File: config.mk
export PLATFORM = sky130hd
export DESIGN_NAME = dmx_probe
export DESIGN_NICKNAME = d
export VERILOG_FILES = /design/src/sv/delta_matroid_exchange_check_unit_macros.svh /design/src/sv/dmx_pkg.sv /design/src/sv/dmx_probe.sv
export SDC_FILE = /design/constraint.sdc
export NUM_CORES = 1
export LEC_CHECK = 0
export BUFFER_PORTS_ARGS = -buffer_cell sky130_fd_sc_hd__buf_2
export CAP_MARGIN = 20
export CORE_UTILIZATION = 36
export DETAILED_ROUTE_END_ITERATION = 16
export PLACE_DENSITY = 0.82
export RECOVER_POWER = 50
export SETUP_SLACK_MARGIN = 0.05
export SKIP_LAST_GASP = 1
export SYNTH_ARGS = -nofsm -noshare
export SYNTH_HDL_FRONTEND = slang
export SYNTH_SLANG_ARGS = --single-unit
File: constraint.sdc
create_clock -name vclk -period 1.3
set_input_delay 0.195 -clock vclk [all_inputs]
set_output_delay 0.195 -clock vclk [all_outputs]
set_load 0.01 [all_outputs]
File: src/sv/delta_matroid_exchange_check_unit_macros.svh
// Assertion macros shared by the exchange check unit
`ifndef DELTA_MATROID_EXCHANGE_CHECK_UNIT_MACROS_SVH
`define DELTA_MATROID_EXCHANGE_CHECK_UNIT_MACROS_SVH

// Same-cycle implication, sampled on clk, off while rst_n is low
`define DMX_ASSERT_NOW(lbl, ante, cons, msg) \
  lbl: assert property (@(posedge clk) disable iff (!rst_n) (ante) |-> (cons)) else $error(msg);

// Next-cycle implication, sampled on clk, off while rst_n is low
`define DMX_ASSERT_NEXT(lbl, ante, cons, msg) \
  lbl: assert property (@(posedge clk) disable iff (!rst_n) (ante) |=> (cons)) else $error(msg);

`endif

File: src/sv/dmx_pkg.sv
// Package: constants, sequencer states and probe flags of the exchange check unit
`timescale 1ns / 1ps
package dmx_pkg;

  localparam int DMX_GROUND_BITS = 16;
  localparam int DMX_MAX_SETS    = 64;
  localparam int DMX_MASK_BITS   = 16;

  typedef enum logic [3:0] {
    ST_CLR,
    ST_LOAD,
    ST_PAIR,
    ST_RD_J,
    ST_DIF,
    ST_XSCAN,
    ST_YSCAN,
    ST_TEST,
    ST_DONE,
    ST_WIPE_RD,
    ST_WIPE_WR
  } dmx_state_t;

  typedef struct packed {
    logic x_end;
    logic x_hit;
    logic y_end;
    logic y_hit;
  } probe_t;

endpackage

File: src/sv/dmx_probe.sv
// Exchange probe unit: element tests and candidate set for one (x, y) step
`timescale 1ns / 1ps
module dmx_probe
  import dmx_pkg::*;
#(
  parameter int GROUND_BITS = DMX_GROUND_BITS
) (
  input  logic [GROUND_BITS-1:0]           f1,
  input  logic [GROUND_BITS-1:0]           dif,
  input  logic [$clog2(GROUND_BITS+1)-1:0] x,
  input  logic [$clog2(GROUND_BITS+1)-1:0] y,
  output probe_t                           flags,
  output logic [GROUND_BITS-1:0]           cand
);

  localparam int XW  = $clog2(GROUND_BITS + 1);
  localparam int XIW = $clog2(GROUND_BITS);

  logic [GROUND_BITS-1:0] x_bit;
  logic [GROUND_BITS-1:0] y_bit;

  always_comb begin
    flags.x_end = (x == XW'(GROUND_BITS));
    flags.y_end = (y == XW'(GROUND_BITS));
    flags.x_hit = !flags.x_end && dif[x[XIW-1:0]];
    flags.y_hit = !flags.y_end && dif[y[XIW-1:0]];
    x_bit = GROUND_BITS'(1) << x[XIW-1:0];
    y_bit = GROUND_BITS'(1) << y[XIW-1:0];
    // y equal to x flips just the one element
    cand = f1 ^ (x_bit | y_bit);
  end

endmodule

==> impl_metrics.prom <==
# TYPE chip_impl_metric gauge
chip_impl_metric{name="number_of_nets_in_the_synthesized_netlist",unit=""} 120
chip_impl_metric{name="worstPathMaxFanout",unit=""} 4
chip_impl_metric{name="post-cts-setup-buffers",unit=""} 0
chip_impl_metric{name="tightestPinTransition",unit="ns"} 0.278
chip_impl_metric{name="numPortBuffers",unit=""} 62
chip_impl_metric{name="arrival",unit="ns"} 1.23
chip_impl_metric{name="ir_worst_vdd",unit="uV"} 221
chip_impl_metric{name="num-fill-cells",unit=""} 138
chip_impl_metric{name="synth_seq_area_share",unit=""} 0
chip_impl_metric{name="synth_largest_type_area_fraction",unit=""} 0.194
chip_impl_info{name="violations",value="negative setup slack"} 1
chip_impl_metric{name="design.seq.count",unit=""} 0
chip_impl_metric{name="pin_count_of_the_biggest_net_entering_global_routing",unit=""} 10
chip_impl_metric{name="gp_congestion",unit=""} 0.867
chip_impl_metric{name="relSlewSlack",unit=""} 0.815
chip_impl_metric{name="min_tclk_post_route",unit="ns"} 1.42
chip_impl_metric{name="num_io_pins",unit=""} 62
chip_impl_metric{name="synthDistinctLibCells",unit=""} 22
chip_impl_metric{name="worst-endpoint-required",unit="ns"} 1.11
chip_impl_metric{name="antenna_found_initial",unit=""} 0
chip_impl_info{name="worst_hold_path.endpoint",value="cand[6]"} 1
chip_impl_metric{name="ant_nets",unit=""} 0
chip_impl_info{name="timing.hold.worst.start",value="f1[6]"} 1
chip_impl_metric{name="postLayoutSetupSlackWorst",unit="ns"} -0.120
chip_impl_metric{name="cts-hold-fix-buffers",unit=""} 0
chip_impl_metric{name="die_height",unit="um"} 45.4
chip_impl_metric{name="final-max-slew-violation-count",unit=""} 0
chip_impl_info{name="hold_wc_path_type",value="primary input to output pin"} 1
chip_impl_metric{name="layout_worst_path_cycle_share",unit=""} 1.09
chip_impl_info{name="most_frequent_cells_after_synthesis",value="15 x sky130_fd_sc_hd__xnor2_1, 10 x sky130_fd_sc_hd__a22oi_1, 7 x sky130_fd_sc_hd__a32oi_1, 7 x sky130_fd_sc_hd__nor2b_1"} 1
chip_impl_info{name="unrepaired_setup_endpoints_after_global_routing",value="yes"} 1
chip_impl_metric{name="placement_rows",unit=""} 15
chip_impl_metric{name="die_extent_in_x",unit="um"} 45.4
chip_impl_info{name="setup.worst_path.class",value="primary input to output pin"} 1
chip_impl_metric{name="drt_drc_violations_left",unit=""} 0
chip_impl_info{name="yosysTopAreaCell",value="sky130_fd_sc_hd__xnor2_1"} 1
chip_impl_metric{name="syn_area_per_cell",unit="um2"} 8.68
chip_impl_metric{name="grt_use_total",unit=""} 0.236
chip_impl_metric{name="timing_hold_violations_final",unit=""} 0
chip_impl_metric{name="globalRouteOverflowTotal",unit=""} 0
chip_impl_metric{name="die_area",unit="mm2"} 0.00206
chip_impl_info{name="post-synth-top-count-cell",value="sky130_fd_sc_hd__xnor2_1"} 1
chip_impl_metric{name="utilization",unit=""} 0.749
chip_impl_metric{name="dr.first_iter.drc_count",unit=""} 12
chip_impl_metric{name="num-nets-final",unit=""} 189
chip_impl_metric{name="post-place-cells",unit=""} 170
chip_impl_metric{name="clock_buffer_count",unit=""} 0
chip_impl_metric{name="wl_per_cell",unit="um"} 14.9
chip_impl_metric{name="estimated_wirelength_of_the_detail_placed_design",unit="mm"} 1.92
chip_impl_metric{name="first_global_vias",unit=""} 881
chip_impl_metric{name="initial_core_util",unit=""} 0.388
chip_impl_metric{name="ys_warn_count",unit=""} 0
chip_impl_metric{name="timing.fmax",unit="GHz"} 0.704
chip_impl_info{name="netlist_top_cells_area",value="sky130_fd_sc_hd__xnor2_1 19%, sky130_fd_sc_hd__mux4_2 13%, sky130_fd_sc_hd__mux4_1 12%, sky130_fd_sc_hd__a22oi_1 11%, sky130_fd_sc_hd__a32oi_1 9.1%"} 1
chip_impl_metric{name="timing.hold.worst_path_depth",unit=""} 3
chip_impl_metric{name="power.static_leakage",unit="nW"} 0.584
chip_impl_metric{name="power_density",unit="mW/mm2"} 370
chip_impl_metric{name="netlist_instances",unit=""} 78
chip_impl_info{name="run_status",value="finished, violations left"} 1
chip_impl_metric{name="post_detailed_routing_wire_length",unit="mm"} 2.54
chip_impl_metric{name="flow.area_growth_from_synthesis",unit="%"} 93.2
chip_impl_metric{name="area_of_the_mapped_netlist",unit="um2"} 677
chip_impl_metric{name="grt_pass1_wl",unit="mm"} 3.66
chip_impl_metric{name="core_region_area",unit="mm2"} 0.00175
chip_impl_metric{name="post_layout_nonfiller_instances",unit=""} 170
chip_impl_metric{name="timing.final.setup_violations",unit=""} 7
chip_impl_metric{name="maxCapViolCount",unit=""} 0
chip_impl_info{name="critPathCaptureType",value="output pin"} 1
chip_impl_metric{name="seq_area",unit="um2"} 0
chip_impl_metric{name="drt_pre_antenna_iters",unit=""} 4
chip_impl_metric{name="vias",unit=""} 960
chip_impl_metric{name="total_power",unit="W"} 0.000484
chip_impl_info{name="crit_path_start_kind",value="primary input"} 1
chip_impl_metric{name="proportion_of_layout_cells_with_a_drive_suffix_above_1",unit=""} 0.738
chip_impl_metric{name="antenna-diode-count",unit=""} 0
chip_impl_metric{name="vias_per_cell",unit=""} 5.65
[area by class of cell]
cell class	count	area [um2]	area share
inverter	4	15.0	0.0115
multi-input combinational	68	792	0.606
timing repair buffer	73	469	0.359
tap	25	31.3	0.0239
[report_power, final]
part,switching [W],leakage [nW],internal [W]
Combinational,0.000227,0.584,0.000257
Sequential,0,0,0
Clock,0,0,0
[cell usage in the layout, fill, tap and decap left out, types with 4 or more instances in the layout]
cell type	n
sky130_fd_sc_hd__nor2b_4	7
sky130_fd_sc_hd__a22oi_2	10
sky130_fd_sc_hd__xnor2_1	15
sky130_fd_sc_hd__inv_1	4
sky130_fd_sc_hd__buf_6	4
sky130_fd_sc_hd__buf_4	10
sky130_fd_sc_hd__buf_2	50
sky130_fd_sc_hd__mux4_2	6
sky130_fd_sc_hd__a32oi_2	4
[timing repair]
item                                    in CTS  in global routing
gates resized for setup                     40                 24
endpoints found under the hold margin        0                  0
pin swaps                                   12                 14
endpoints found under the setup margin      19                 19
[cell families (layout without fill, tap and decap cells)]
logic type / Yosys count / after routing / share of synthesized area
multiplexers: 10 / 10 / 0.298
XOR/XNOR: 16 / 16 / 0.207
AO/OA/AOI/OAI: 20 / 20 / 0.237
AND/OR/NAND/NOR: 22 / 22 / 0.179
buffers and inverters: 10 / 77 / 0.0795
[per-layer routing]
metal / GRT usage / up-vias / share of wire
li1: - / 443 / -
met1: 0.284 / 465 / 0.40
met5: 0 / - / 0
met3: 0.00800 / 4 / 0.061
met2: 0.458 / 48 / 0.53
met4: 0.0485 / 0 / 0.013
[critical path: stages]
cell and delay [ns]:
sky130_fd_sc_hd__buf_12 0.09, sky130_fd_sc_hd__buf_12 0.09, sky130_fd_sc_hd__mux4_2 0.51, sky130_fd_sc_hd__o311ai_2 0.08, sky130_fd_sc_hd__nand3_1 0.09, sky130_fd_sc_hd__buf_2 0.15
[worst max-delay path by stage]
stage / from / endpoint / slack (ns) / depth (start not counted)
4_1_cts: x[0] / flags[2] / -0.12 / 6
2_1_floorplan: y[0] / flags[0] / 0.07 / 4
3_3_place_gp: x[0] / flags[2] / -0.24 / 5
3_5_place_dp: x[0] / flags[2] / -0.25 / 5
6_report: x[0] / flags[2] / -0.12 / 6
5_1_grt: x[0] / flags[2] / -0.15 / 6
[metrics by stage]
| stage | setup TNS (ns) | worst slack, ns | hold slack, ns | instance area (um2) |
|---|---|---|---|---|
| 2_1_floorplan | 0 | 0.0653 | 0.470 | 683 |
| 3_3_place_gp | -1.74 | -0.237 | 0.653 | 1070 |
| 3_5_place_dp | -2.22 | -0.250 | 0.656 | 1070 |
| 4_1_cts | -0.543 | -0.124 | 0.651 | 1220 |
| 5_1_grt | -0.745 | -0.155 | 0.661 | 1310 |
| 6_report | -0.323 | -0.120 | 0.648 | 1310 |
Note: power is estimated with default switching activity, not from simulation.
