===== config.mk =====
export PLATFORM = sky130hd
export DESIGN_NAME = dmx_ram
export DESIGN_NICKNAME = d
export VERILOG_FILES = /design/src/sv/delta_matroid_exchange_check_unit_macros.svh /design/src/sv/dmx_ram.sv
export SDC_FILE = /design/constraint.sdc
export NUM_CORES = 1
export LEC_CHECK = 0
export ABC_CLOCK_PERIOD_IN_PS = 5900
export BUFFER_PORTS_ARGS = -buffer_cell sky130_fd_sc_hd__buf_2
export CORE_ASPECT_RATIO = 1.25
export CORE_UTILIZATION = 40
export DETAILED_ROUTE_END_ITERATION = 8
export MAX_ROUTING_LAYER = met4
export PLACE_DENSITY = 0.53
export RECOVER_POWER = 100
export SLEW_MARGIN = 10
export SYNTH_ARGS = -nofsm -noshare
export SYNTH_HDL_FRONTEND = slang
export SYNTH_SLANG_ARGS = --single-unit

===== constraint.sdc =====
create_clock -name clk -period 5.9 [get_ports clk]
set_clock_uncertainty 0.1 [all_clocks]
set_input_delay 1.18 -clock clk [delete_from_list [all_inputs] [get_ports clk]]
set_output_delay 1.18 -clock clk [all_outputs]
set_load 0.03 [all_outputs]

===== src/sv/delta_matroid_exchange_check_unit_macros.svh =====
// Assertion macros shared by the exchange check unit
`ifndef DELTA_MATROID_EXCHANGE_CHECK_UNIT_MACROS_SVH
`define DELTA_MATROID_EXCHANGE_CHECK_UNIT_MACROS_SVH

// Same-cycle implication, sampled on clk, off while rst_n is low
`define DMX_ASSERT_NOW(lbl, ante, cons, msg) \
  lbl: assert property (@(posedge clk) disable iff (!rst_n) (ante) |-> (cons)) else $error(msg);

// Next-cycle implication, sampled on clk, off while rst_n is low
`define DMX_ASSERT_NEXT(lbl, ante, cons, msg) \
  lbl: assert property (@(posedge clk) disable iff (!rst_n) (ante) |=> (cons)) else $error(msg);

`endif


===== src/sv/dmx_ram.sv =====
// Generic RAM: one write port, one read port with registered read data
`timescale 1ns / 1ps
module dmx_ram #(
  parameter int WIDTH = 16,
  parameter int DEPTH = 64
) (
  input  logic                     clk,
  input  logic                     we,
  input  logic [$clog2(DEPTH)-1:0] waddr,
  input  logic [WIDTH-1:0]         wdata,
  input  logic [$clog2(DEPTH)-1:0] raddr,
  output logic [WIDTH-1:0]         rdata
);

  logic [WIDTH-1:0] mem [DEPTH];

  always_ff @(posedge clk) begin
    if (we) begin
      mem[waddr] <= wdata;
    end
    rdata <= mem[raddr];
  end

endmodule


==> metrics.md, run 1 <==
| Metric | Value |
|---|---|
| Post-CTS Hold Buffers | `0` |
| Sw power | `around 3.3 mW` |
| Detailed Place HPWL | `between 50,000 and 60,000 µm` |
| Die footprint | `0.101 mm²` |
| Max Buffers Root-to-Sink | `3` |
| Pre-CTS setup slack | `approximately 1.6 ns` |
| Setup violators final | `0` |
| Most frequent cells after synthesis | `1,024 x edfxtp_1, 220 x mux4_2, 85 x mux2i_1` |
| Root Driver | `clkbuf_16` |
| Global route overflow | `0` |
| Final hold slack | `0.792 ns` |
| Ys flop type | `edfxtp_1` |
| Layout cells sized above 1 | `approximately 22%` |
| Die W | `285 µm` |
| Total GRT Usage | `20.6%` |
| Syn Std Cell Area | `0.0400 mm²` |
| Cell Int Power | `roughly 12 mW` |
| Nets | `2,004` |
| Final period util | `72.0%` |
| Antenna violations before repair | `2` |
| Worst setup EP type | `flop` |
| Routed len/inst | `just under 30 µm` |
| DR vias | `18,936` |
| Setup fix buffers added after clock tree synthesis | `0` |
| Pleak | `about 14 nW` |
| Clock sinks | `between 1,000 and 1,500` |
| Design Area, Final | `0.0452 mm²` |
| Slowest stage delay, CP | `between 2 and 2.5 ns` |
| Share of the synthesized area in the top cell type | `between 70 and 80%` |
| Vias in the first global route | `19,444` |
| RePlAce Congestion | `0.835` |
| Max frequency | `0.236 GHz` |
| Total CTS buffers | `100` |
| Total chip power | `15.8 mW` |
| Max H-tree Level | `3` |
| Netlist cell types | `43` |
| Setup CP Type | `in2reg` |
| Starting Density | `40.4%` |
| Setup ws final | `1.65 ns` |
| Slowest CP cell | `nor3_1` |
| Cts repair resizes | `0` |
| Final std cells w/o fill | `3,368` |
| Placed cell areas | `0.0421 mm²` |
| Post-synth ARST share | `0%` |
| Slew margin rel. | `-133%` |
| Worst Path Required | `about 6.0 ns` |
| # placed instances | `3,182` |
| Gate Count Post-Synth | `1,829` |
| Crit path cell chain | `clkbuf_1 -> nor2b_1 -> nand4b_1 -> nor3_1` |
| Clk_lat worst skew | `about 0.68 ns` |
| Synth Net Count | `~1,900` |
| Hold Fails Final Rpt | `0` |
| Setup TNS | `0 ns` |
| Max FO, Critical Path | `16` |
| Unrepaired setup endpoints after global routing | `false` |
| Drt initial violations | `about 1,800` |
| Drt drc | `0` |
| DR pass1 iterations | `5` |
| Worst path arrival time | `4.35 ns` |
| Sequential power share | `52.1%` |
| Comb power frac | `4.8%` |
| DIE HEIGHT | `about 360 µm` |
| Final antenna-violating net count | `0` |
| Worst Hold Class | `reg2reg` |
| Status | `finished, violations left` |
| Clock-pin transition on the worst setup and hold timing paths | `around 0.060 ns` |
| Number of enable flip-flop cells after synthesis | `a little over 1,000` |
| Clock power share | `approximately 43%` |
| Port Buffers | `45` |
| Synthesized area per cell | `21.9 µm²` |
| Seq cells post-synth | `1,040` |
| Synth area leaders | `edfxtp_1 77%, mux4_2 12%, mux2i_1 2.1%` |
| I/O Pins | `46` |
| CTS tree | `done` |
| Final core utilization | `45.6%` |
| Max-Cap Viols | `19` |
| Area delta synth->final | `12.9%` |
| YS warnings | `0` |
| Largest net degree at the start of global routing | `99` |
| Number of antenna diodes | `0` |
| Most common cell in the netlist | `edfxtp_1` |
| Wirelength, routed | `between 90,000 and 100,000 µm` |
| Net Sw Frac | `20.9%` |
| Slew of the pin with the lowest slew margin | `between 3 and 4 ns` |
| Core area | `0.0991 mm²` |
| Startpoint types | `input port` |
| Register area share after synthesis | `77.6%` |
| Avg Vias per Cell | `~5.6` |
| VDD IR max | `0.222 mV` |
| Power Density | `349 mW/mm²` |
| Failing checks | `capacitance limit, slew limit` |
| Row count | `129` |
| Yosys top cell by area | `edfxtp_1` |
| First-pass GRT wire length | `144,000 µm` |
| Final slew viol count | `around 1,100` |
| Final min period | `approximately 4.2 ns` |
-- cell type report --
class	instances	area (µm²)
fill	8438	53900
sequential	1040	31100
multi-input combinational	685	8240
clock buffer	117	2680
tap	1310	1640
clock inverter	69	808
timing repair buffer	147	769
-- flip-flops by register name, indices dropped and copies added, names as in the netlist --
name,count
mem,1024
rdata,16
-- power by group through the flow --
| stage | clock network, mW | registers, mW | logic, mW |
|---|---|---|---|
| 4_1_cts | 6.93 | 8.21 | 0.791 |
| 5_1_grt | 7.19 | 8.23 | 0.810 |
| 2_1_floorplan | 0 | 8.38 | 0.423 |
| 3_5_place_dp | 0 | 8.37 | 0.790 |
| 3_3_place_gp | 0 | 8.37 | 0.779 |
| 6_report | 6.80 | 8.23 | 0.760 |
-- layout by cell type, fill, tap and decap left out, types with 12 or more instances in the layout --
master and count:
clkbuf_16 105, buf_4 17, nand4_1 12, buf_2 21, dfxtp_1 16, a21oi_1 17, a221oi_1 16, mux2i_1 85
mux2_2 26, a22oi_1 39, bufinv_16 18, clkbuf_1 111, nor2_1 71, nand3_1 24, nand2_1 59, clkinv_1 24
nor2b_1 28, clkinv_2 22, mux4_2 220, edfxtp_1 1024
-- logic make-up after synthesis --
| kind of cell | Yosys count | share of synthesized area, % |
|---|---|---|
| AND/OR/NAND/NOR | 220 | 2.65 |
| multiplexers | 336 | 15.5 |
| buffers and inverters | 104 | 1.83 |
| AO/OA/AOI/OAI | 129 | 2.41 |
| flip-flops | 1040 | 77.6 |
-- critical path, delay by kind of cell --
kind | cells | cell delay (ns)
and+or+nand+nor | 3 | 2.86
buffers and inverters | 1 | 0.30
-- worst paths after layout --
check / cells past startpoint / from / endpoint / slack [ns]
hold reg to reg: 4 / mem[26][12] / rdata[12] / 0.79
setup / recovery: 4 / waddr[3] / mem[48][5] / 1.65
setup reg to reg: 4 / mem[62][15] / rdata[15] / 3.66
hold / removal: 4 / mem[26][12] / rdata[12] / 0.79
-- per-layer routing --
metal	global-route usage, %	wire length (µm)	part of all wire (%)	vias up
li1	-	-	-	7965
met1	26.7	41800	42	10279
met2	33.7	50600	51	558
met3	2.87	4780	4.8	134
met4	6.68	2810	2.8	0
met5	-	0	0	-
Power figures use the tool's default switching activity.
==> inputs of run 2 (changes only) <==
--- a/config.mk
+++ b/config.mk
@@ -5,13 +5,14 @@
 export SDC_FILE = /design/constraint.sdc
 export NUM_CORES = 1
 export LEC_CHECK = 0
-export ABC_CLOCK_PERIOD_IN_PS = 5900
+export ABC_AREA = 1
+export ABC_CLOCK_PERIOD_IN_PS = 3400
 export BUFFER_PORTS_ARGS = -buffer_cell sky130_fd_sc_hd__buf_2
 export CORE_ASPECT_RATIO = 1.25
 export CORE_UTILIZATION = 40
 export DETAILED_ROUTE_END_ITERATION = 8
 export MAX_ROUTING_LAYER = met4
-export PLACE_DENSITY = 0.53
+export PLACE_DENSITY = 0.55
 export RECOVER_POWER = 100
 export SLEW_MARGIN = 10
 export SYNTH_ARGS = -nofsm -noshare
==> constraint.sdc (replaced) <==
create_clock -name clk -period 3.4 [get_ports clk]
set_clock_uncertainty 0.1 [all_clocks]
set_input_delay 0.68 -clock clk [delete_from_list [all_inputs] [get_ports clk]]
set_output_delay 0.68 -clock clk [all_outputs]
set_load 0.03 [all_outputs]
==> metrics.md, run 2 <==
| Metric | Value |
|---|---|
| Max H-tree Level | `3 (unchanged)` |
| Worst setup EP type | `flop` |
| Power Density | `568 mW/mm² (+63%)` |
| Area delta synth->final | `11.9%` |
| Synthesized area per cell | `12.0 µm² (-45%)` |
| Netlist cell types | `16 (-63%)` |
| Die W | `292 µm (+2.5%)` |
| Cts repair resizes | `0 (unchanged)` |
| Wirelength, routed | `119,000 µm (+19%)` |
| Seq cells post-synth | `1,040 (unchanged)` |
| Synth Net Count | `3,547 (+91%)` |
| Largest reg by FF count | `mem` |
| Final slew viol count | `527 (-52%)` |
| Worst Path Required | `3.60 ns (-2.41 ns)` |
| Largest net degree at the start of global routing | `102 (+3.0%)` |
| Die footprint | `0.107 mm² (+5.1%)` |
| Setup CP Type | `in2reg` |
| Starting Density | `40.5% (+0.12 points)` |
| Pleak | `16.6 nW (+19%)` |
| Global route overflow | `0 (unchanged)` |
| Max-Cap Viols | `14 (-5)` |
| YS warnings | `0 (unchanged)` |
| Largest regs | `mem: 1024 flops, rdata: 16 flops` |
| VDD IR max | `0.361 mV (+63%)` |
| Layout cells sized above 1 | `6.54% (-15 points)` |
| Mux contribution to synthesized area | `0% (-16 points)` |
| Vias in the first global route | `25,326 (+30%)` |
| Max FFs per register | `1,024 (unchanged)` |
| I/O Pins | `46 (unchanged)` |
| Antenna violations before repair | `2 (unchanged)` |
| Worst Hold Class | `in2reg` |
| Register area share after synthesis | `73.8% (-3.8 points)` |
| Synth area leaders | `edfxtp_1 73%, nand2_1 12%, nand3_1 10%` |
| RePlAce Congestion | `0.824 (-1.4%)` |
| Hold Fails Final Rpt | `0 (unchanged)` |
| Final period util | `between 80% and 90%` |
| Most frequent cells after synthesis | `1,296 x nand2_1, 1,024 x edfxtp_1, 871 x nand3_1` |
| Yosys top cell by area | `edfxtp_1` |
| First-pass GRT wire length | `174,000 µm (+21%)` |
| Largest family of logic cells by synthesized area | `simple AND/OR/NAND/NOR gates` |
| Most frequent cells in the layout | `1,296 x nand2_1, 1,024 x edfxtp_1, 871 x nand3_1` |
| Core area | `0.104 mm² (+4.8%)` |
| Share of the synthesized area in the top cell type | `73.0% (-3.8 points)` |
| Total chip power | `26.8 mW (+69%)` |
| Number of enable flip-flop cells after synthesis | `1,024 (unchanged)` |
| Drt drc | `0 (unchanged)` |
| Crit path cell chain | `clkbuf_1 -> inv_1 -> nand4_1 -> clkbuf_1 -> nor2_1 -> clkbuf_1` |
| Slowest stage delay, CP | `0.71 ns (-1.68 ns)` |
| Avg Vias per Cell | `5.39 (-4.2%)` |
| Final core utilization | `45.3% (-0.29 points)` |
| DR vias | `27,105 (+43%)` |
| DIE HEIGHT | `365 µm (+2.5%)` |
| Routed len/inst | `23.7 µm (-20%)` |
| Final hold slack | `0.334 ns (-0.458 ns)` |
| Drt initial violations | `2,706 (+51%)` |
| Slew margin rel. | `-69.2% (+63 points)` |
| Row count | `132 (+2.3%)` |
| Unrepaired setup endpoints after global routing | `false` |
| Setup ws final | `0.532 ns (-1.12 ns)` |
| Most common cell in the netlist | `nand2_1` |
| Clock sinks | `1,040 (unchanged)` |
| Max FO, Critical Path | `12 (-4)` |
| Worst path arrival time | `3.07 ns (-1.28 ns)` |
| Slowest CP cell | `clkbuf_1` |
| Xor/xnor share of the synthesized area | `0% (unchanged)` |
| Post-synth ARST share | `0% (unchanged)` |
| Max frequency | `0.349 GHz` |
| Most common cell after layout, fill and taps aside | `nand2_1` |
| Setup fix buffers added after clock tree synthesis | `0 (unchanged)` |
| Slew of the pin with the lowest slew margin | `2.54 ns (-0.950 ns)` |
| Port Buffers | `45 (unchanged)` |
| Post-Synth Adder-Cell Area | `0% (unchanged)` |
| Ys flop type | `edfxtp_1` |
| Status | `finished, violations left` |
| Max Buffers Root-to-Sink | `3 (unchanged)` |
| DR pass1 iterations | `6 (+1)` |
| Fill cell count | `9,274 (+9.9%)` |
| Nets | `3,647 (+82%)` |
| Syn Std Cell Area | `0.0421 mm² (+5.1%)` |
| Startpoint types | `input port` |
| Clk_lat worst skew | `0.69 ns (about the same)` |
| Synth Area in Compound Gates | `0% (-2.4 points)` |
| Detailed Place HPWL | `70,700 µm (+21%)` |
| Final antenna-violating net count | `0 (unchanged)` |
| Total GRT Usage | `22.9% (+2.3 points)` |
| Gate Count Post-Synth | `3,517 (+92%)` |
| Pre-CTS setup slack | `0.266 ns (-1.36 ns)` |
| Setup violators final | `0 (unchanged)` |
| Root Driver | `clkbuf_16` |
| CTS tree | `done` |
| Post-CTS Hold Buffers | `0 (unchanged)` |
| Setup TNS | `0 ns (unchanged)` |
| Cell mode on critical path | `clkbuf_1` |
| Failing checks | `capacitance limit, slew limit` |
| Total CTS buffers | `97 (-3.0%)` |
| Clock-pin transition on the worst setup and hold timing paths | `0.06 ns (about the same)` |
| Final min period | `2.87 ns` |
| Post-Synth Simple-Gate Area | `22.7% (+20 points)` |
-- run 2: worst max-delay path, delay by kind of cell --
kind | cells | cell delay (ns)
buffers and inverters | 4 | 1.64
AND/OR/NAND/NOR | 2 | 0.74
-- run 2: cells by family after synthesis --
logic type,Yosys count
buf+inv,237
flops,1040
simple gates,2240
-- run 2: area by class of cell --
cell class                      instances  area [µm²]  share of cell area (%)
Clock buffer                          121        2630                    5.59
Sequential cell                      1040       31100                    66.0
Inverter                               12        68.8                   0.146
Clock inverter                         48         438                   0.930
Tap cell                             1340        1680                    3.56
Multi-Input combinational cell       2240        9580                    20.3
Timing Repair Buffer                  226        1620                    3.45
Antenna cell                            3        7.51                  0.0159
-- run 2: power breakdown --
part / total, mW / leakage (nW) / switching [mW] / internal, mW
sequential: 14.2 / 9.35 / 0.0465 / 14.2
clock: 10.7 / 1.51 / 4.64 / 6.06
combinational: 1.81 / 5.78 / 1.37 / 0.444
total: 26.8 / 16.6 / 6.05 / 20.7
-- run 2: path summary, 6_finish.rpt --
path | cells past startpoint | startpoint | slack (ns) | to
min reg2reg | 8 | mem[8][8] | 0.71 | rdata[8]
max reg2reg | 8 | mem[35][8] | 1.64 | rdata[8]
max | 6 | waddr[0] | 0.53 | mem[34][10]
min | 1 | wdata[8] | 0.33 | mem[48][8]
-- run 2: metal layers --
layer  part of all wire, %  GRT usage [%]  wire [µm]  vias up
met4                   2.1           5.53       2450        0
met2                    49           37.0      57800      873
met5                     0              -          0        -
met1                    44           31.1      51800    13499
met3                   5.9           2.70       7000      144
li1                      -              -          -    12589
-- run 2: through the flow --
step / cells / area, µm²
after CTS: 5027 / 47600
after global routing: 5028 / 47100
final: 5030 / 47100
after global placement: 4858 / 44500
after detailed placement: 4858 / 44500
after floorplan: 3517 / 42100
==> inputs of run 3 (changes only) <==
--- a/config.mk
+++ b/config.mk
@@ -6,7 +6,7 @@
 export NUM_CORES = 1
 export LEC_CHECK = 0
 export ABC_AREA = 1
-export ABC_CLOCK_PERIOD_IN_PS = 3400
+export ABC_CLOCK_PERIOD_IN_PS = 2550
 export BUFFER_PORTS_ARGS = -buffer_cell sky130_fd_sc_hd__buf_2
 export CORE_ASPECT_RATIO = 1.25
 export CORE_UTILIZATION = 40
==> constraint.sdc (replaced) <==
create_clock -name clk -period 2.55 [get_ports clk]
set_clock_uncertainty 0.1 [all_clocks]
set_input_delay 0.51 -clock clk [delete_from_list [all_inputs] [get_ports clk]]
set_output_delay 0.51 -clock clk [all_outputs]
set_load 0.03 [all_outputs]
==> metrics.md, run 3 (synthesized netlist as in run 2, its figures left out) <==
| Metric | Value |
|---|---|
| Max FO, Critical Path | `16 (+4)` |
| Failing checks | `capacitance limit, slew limit` |
| Final hold slack | `0.296 ns (-0.0384 ns)` |
| Max Buffers Root-to-Sink | `3 (unchanged)` |
| Die W | `292 µm (unchanged)` |
| Total chip power | `36.3 mW (+36%)` |
| Antenna violations before repair | `4 (+2)` |
| Drt initial violations | `2,846 (+5.2%)` |
| Most common cell after layout, fill and taps aside | `nand2_1` |
| DR pass1 iterations | `6 (unchanged)` |
| Post-CTS Hold Buffers | `0 (unchanged)` |
| RePlAce Congestion | `0.854 (+3.7%)` |
| VDD IR max | `0.510 mV (+41%)` |
| Status | `finished, violations left` |
| Wirelength, routed | `120,000 µm (+1.0%)` |
| Top routing layer in use | `met4` |
| Worst Path Required | `2.77 ns (-0.83 ns)` |
| Startpoint types | `input port` |
| Final slew viol count | `781 (+48%)` |
| Slew of the pin with the lowest slew margin | `1.97 ns (-0.570 ns)` |
| Clock sinks | `1,040 (unchanged)` |
| Layout cells sized above 1 | `8.87% (+2.3 points)` |
| Hold Fails Final Rpt | `0 (unchanged)` |
| Total GRT Usage | `23.4% (+0.43 points)` |
| Pleak | `17.1 nW (+2.9%)` |
| Drt drc | `0 (unchanged)` |
| Routed length on met3 | `8090 µm (+16%)` |
| Core area | `0.104 mm² (unchanged)` |
| Largest regs | `mem: 1024 flops, rdata: 16 flops` |
| Worst setup EP type | `flop` |
| Die footprint | `0.107 mm² (unchanged)` |
| Met2 routed WL | `56,300 µm (-2.5%)` |
| Final period util | `88.5%` |
| DIE HEIGHT | `365 µm (unchanged)` |
| Slew margin rel. | `-31.2% (+38 points)` |
| Setup violators final | `0 (unchanged)` |
| Setup CP Type | `in2reg` |
| Largest net degree at the start of global routing | `82 (-20%)` |
| Worst Hold Class | `in2reg` |
| Row count | `132 (unchanged)` |
| Starting Density | `40.5% (unchanged)` |
| Detailed Place HPWL | `69,400 µm (-1.9%)` |
| Unrepaired setup endpoints after global routing | `false` |
| Root Driver | `clkbuf_16` |
| M1 wire length | `51,700 µm (-0.24%)` |
| Nets | `3,659 (+0.33%)` |
| Routed len/inst | `23.8 µm (+0.60%)` |
| Final antenna-violating net count | `0 (unchanged)` |
| Final min period | `about 2.3 ns` |
| Global route overflow | `0 (unchanged)` |
| Clock-pin transition on the worst setup and hold timing paths | `0.06 ns (about the same)` |
| Avg Vias per Cell | `5.36 (-0.47%)` |
| Cts repair resizes | `0 (unchanged)` |
| Clk_lat worst skew | `0.70 ns (about the same)` |
| Setup fix buffers added after clock tree synthesis | `0 (unchanged)` |
| Worst path arrival time | `2.48 ns (-0.59 ns)` |
| Max FFs per register | `1,024 (unchanged)` |
| CTS tree | `done` |
| Power Density | `760 mW/mm² (+34%)` |
| Area delta synth->final | `13.5%` |
| Max frequency | `around 0.44 GHz` |
| I/O Pins | `46 (unchanged)` |
| Port Buffers | `45 (unchanged)` |
| Max-Cap Viols | `14 (unchanged)` |
| First-pass GRT wire length | `176,000 µm (+1.4%)` |
| Largest reg by FF count | `mem` |
| Vias in the first global route | `25,802 (+1.9%)` |
| DR vias | `27,090 (-0.055%)` |
| Most frequent cells in the layout | `1,296 x nand2_1, 1,024 x edfxtp_1, 871 x nand3_1` |
| Max H-tree Level | `3 (unchanged)` |
| Total CTS buffers | `97 (unchanged)` |
## run 3: final cells by class
cell class,instances,area (µm²)
multi-input cells,2240,9580
well taps,1340,1680
diodes,3,7.51
repair buffers,238,2180
inverters,12,71.3
clock buffers,119,2620
clock inverters,59,598
flip-flops and latches,1040,31100
fillers,9277,56100
## run 3: through the flow
| stage | std cells | setup TNS [ns] | area, µm² | utilization (%) | worst slack [ns] |
|---|---|---|---|---|---|
| 2_1_floorplan | 3517 | -78.60 | 42100 | - | -0.614 |
| 3_3_place_gp | 4870 | -0.142 | 45200 | 43.5 | -0.142 |
| 3_5_place_dp | 4870 | -0.160 | 45200 | 43.5 | -0.155 |
| 4_1_cts | 5048 | 0 | 48400 | 46.6 | 0.378 |
| 5_1_grt | 5050 | 0 | 47800 | 46.0 | 0.208 |
| 6_report | 5051 | 0 | 47800 | 46.0 | 0.292 |
## run 3: report_power, final
part	internal (mW)	switching (mW)	leakage, nW
Sequential	18.9	0.0717	9.35
Clock	8.56	6.27	1.57
Combinational	0.625	1.85	6.20
## run 3: final timing paths
path / startpoint / end / slack (ns) / cells past startpoint
worst min-delay path: raddr[5] / rdata[5] / 0.30 / 4
worst min register to register: mem[45][2] / rdata[2] / 0.69 / 8
worst max register to register: mem[3][14] / rdata[14] / 0.83 / 8
worst max-delay path: waddr[2] / mem[27][10] / 0.29 / 6
## run 3: routing by layer
metal | global-route usage (%) | vias up
li1 | - | 12614
met1 | 31.4 | 13396
met2 | 35.7 | 897
met3 | 3.68 | 183
met4 | 9.11 | 0
met5 | - | -
## run 3: worst max-delay path, cell delays in order
cell	delay, ns
clkbuf_1	0.35
inv_1	0.24
nand4_1	0.13
clkbuf_1	0.75
nor2_1	0.08
clkbuf_2	0.40
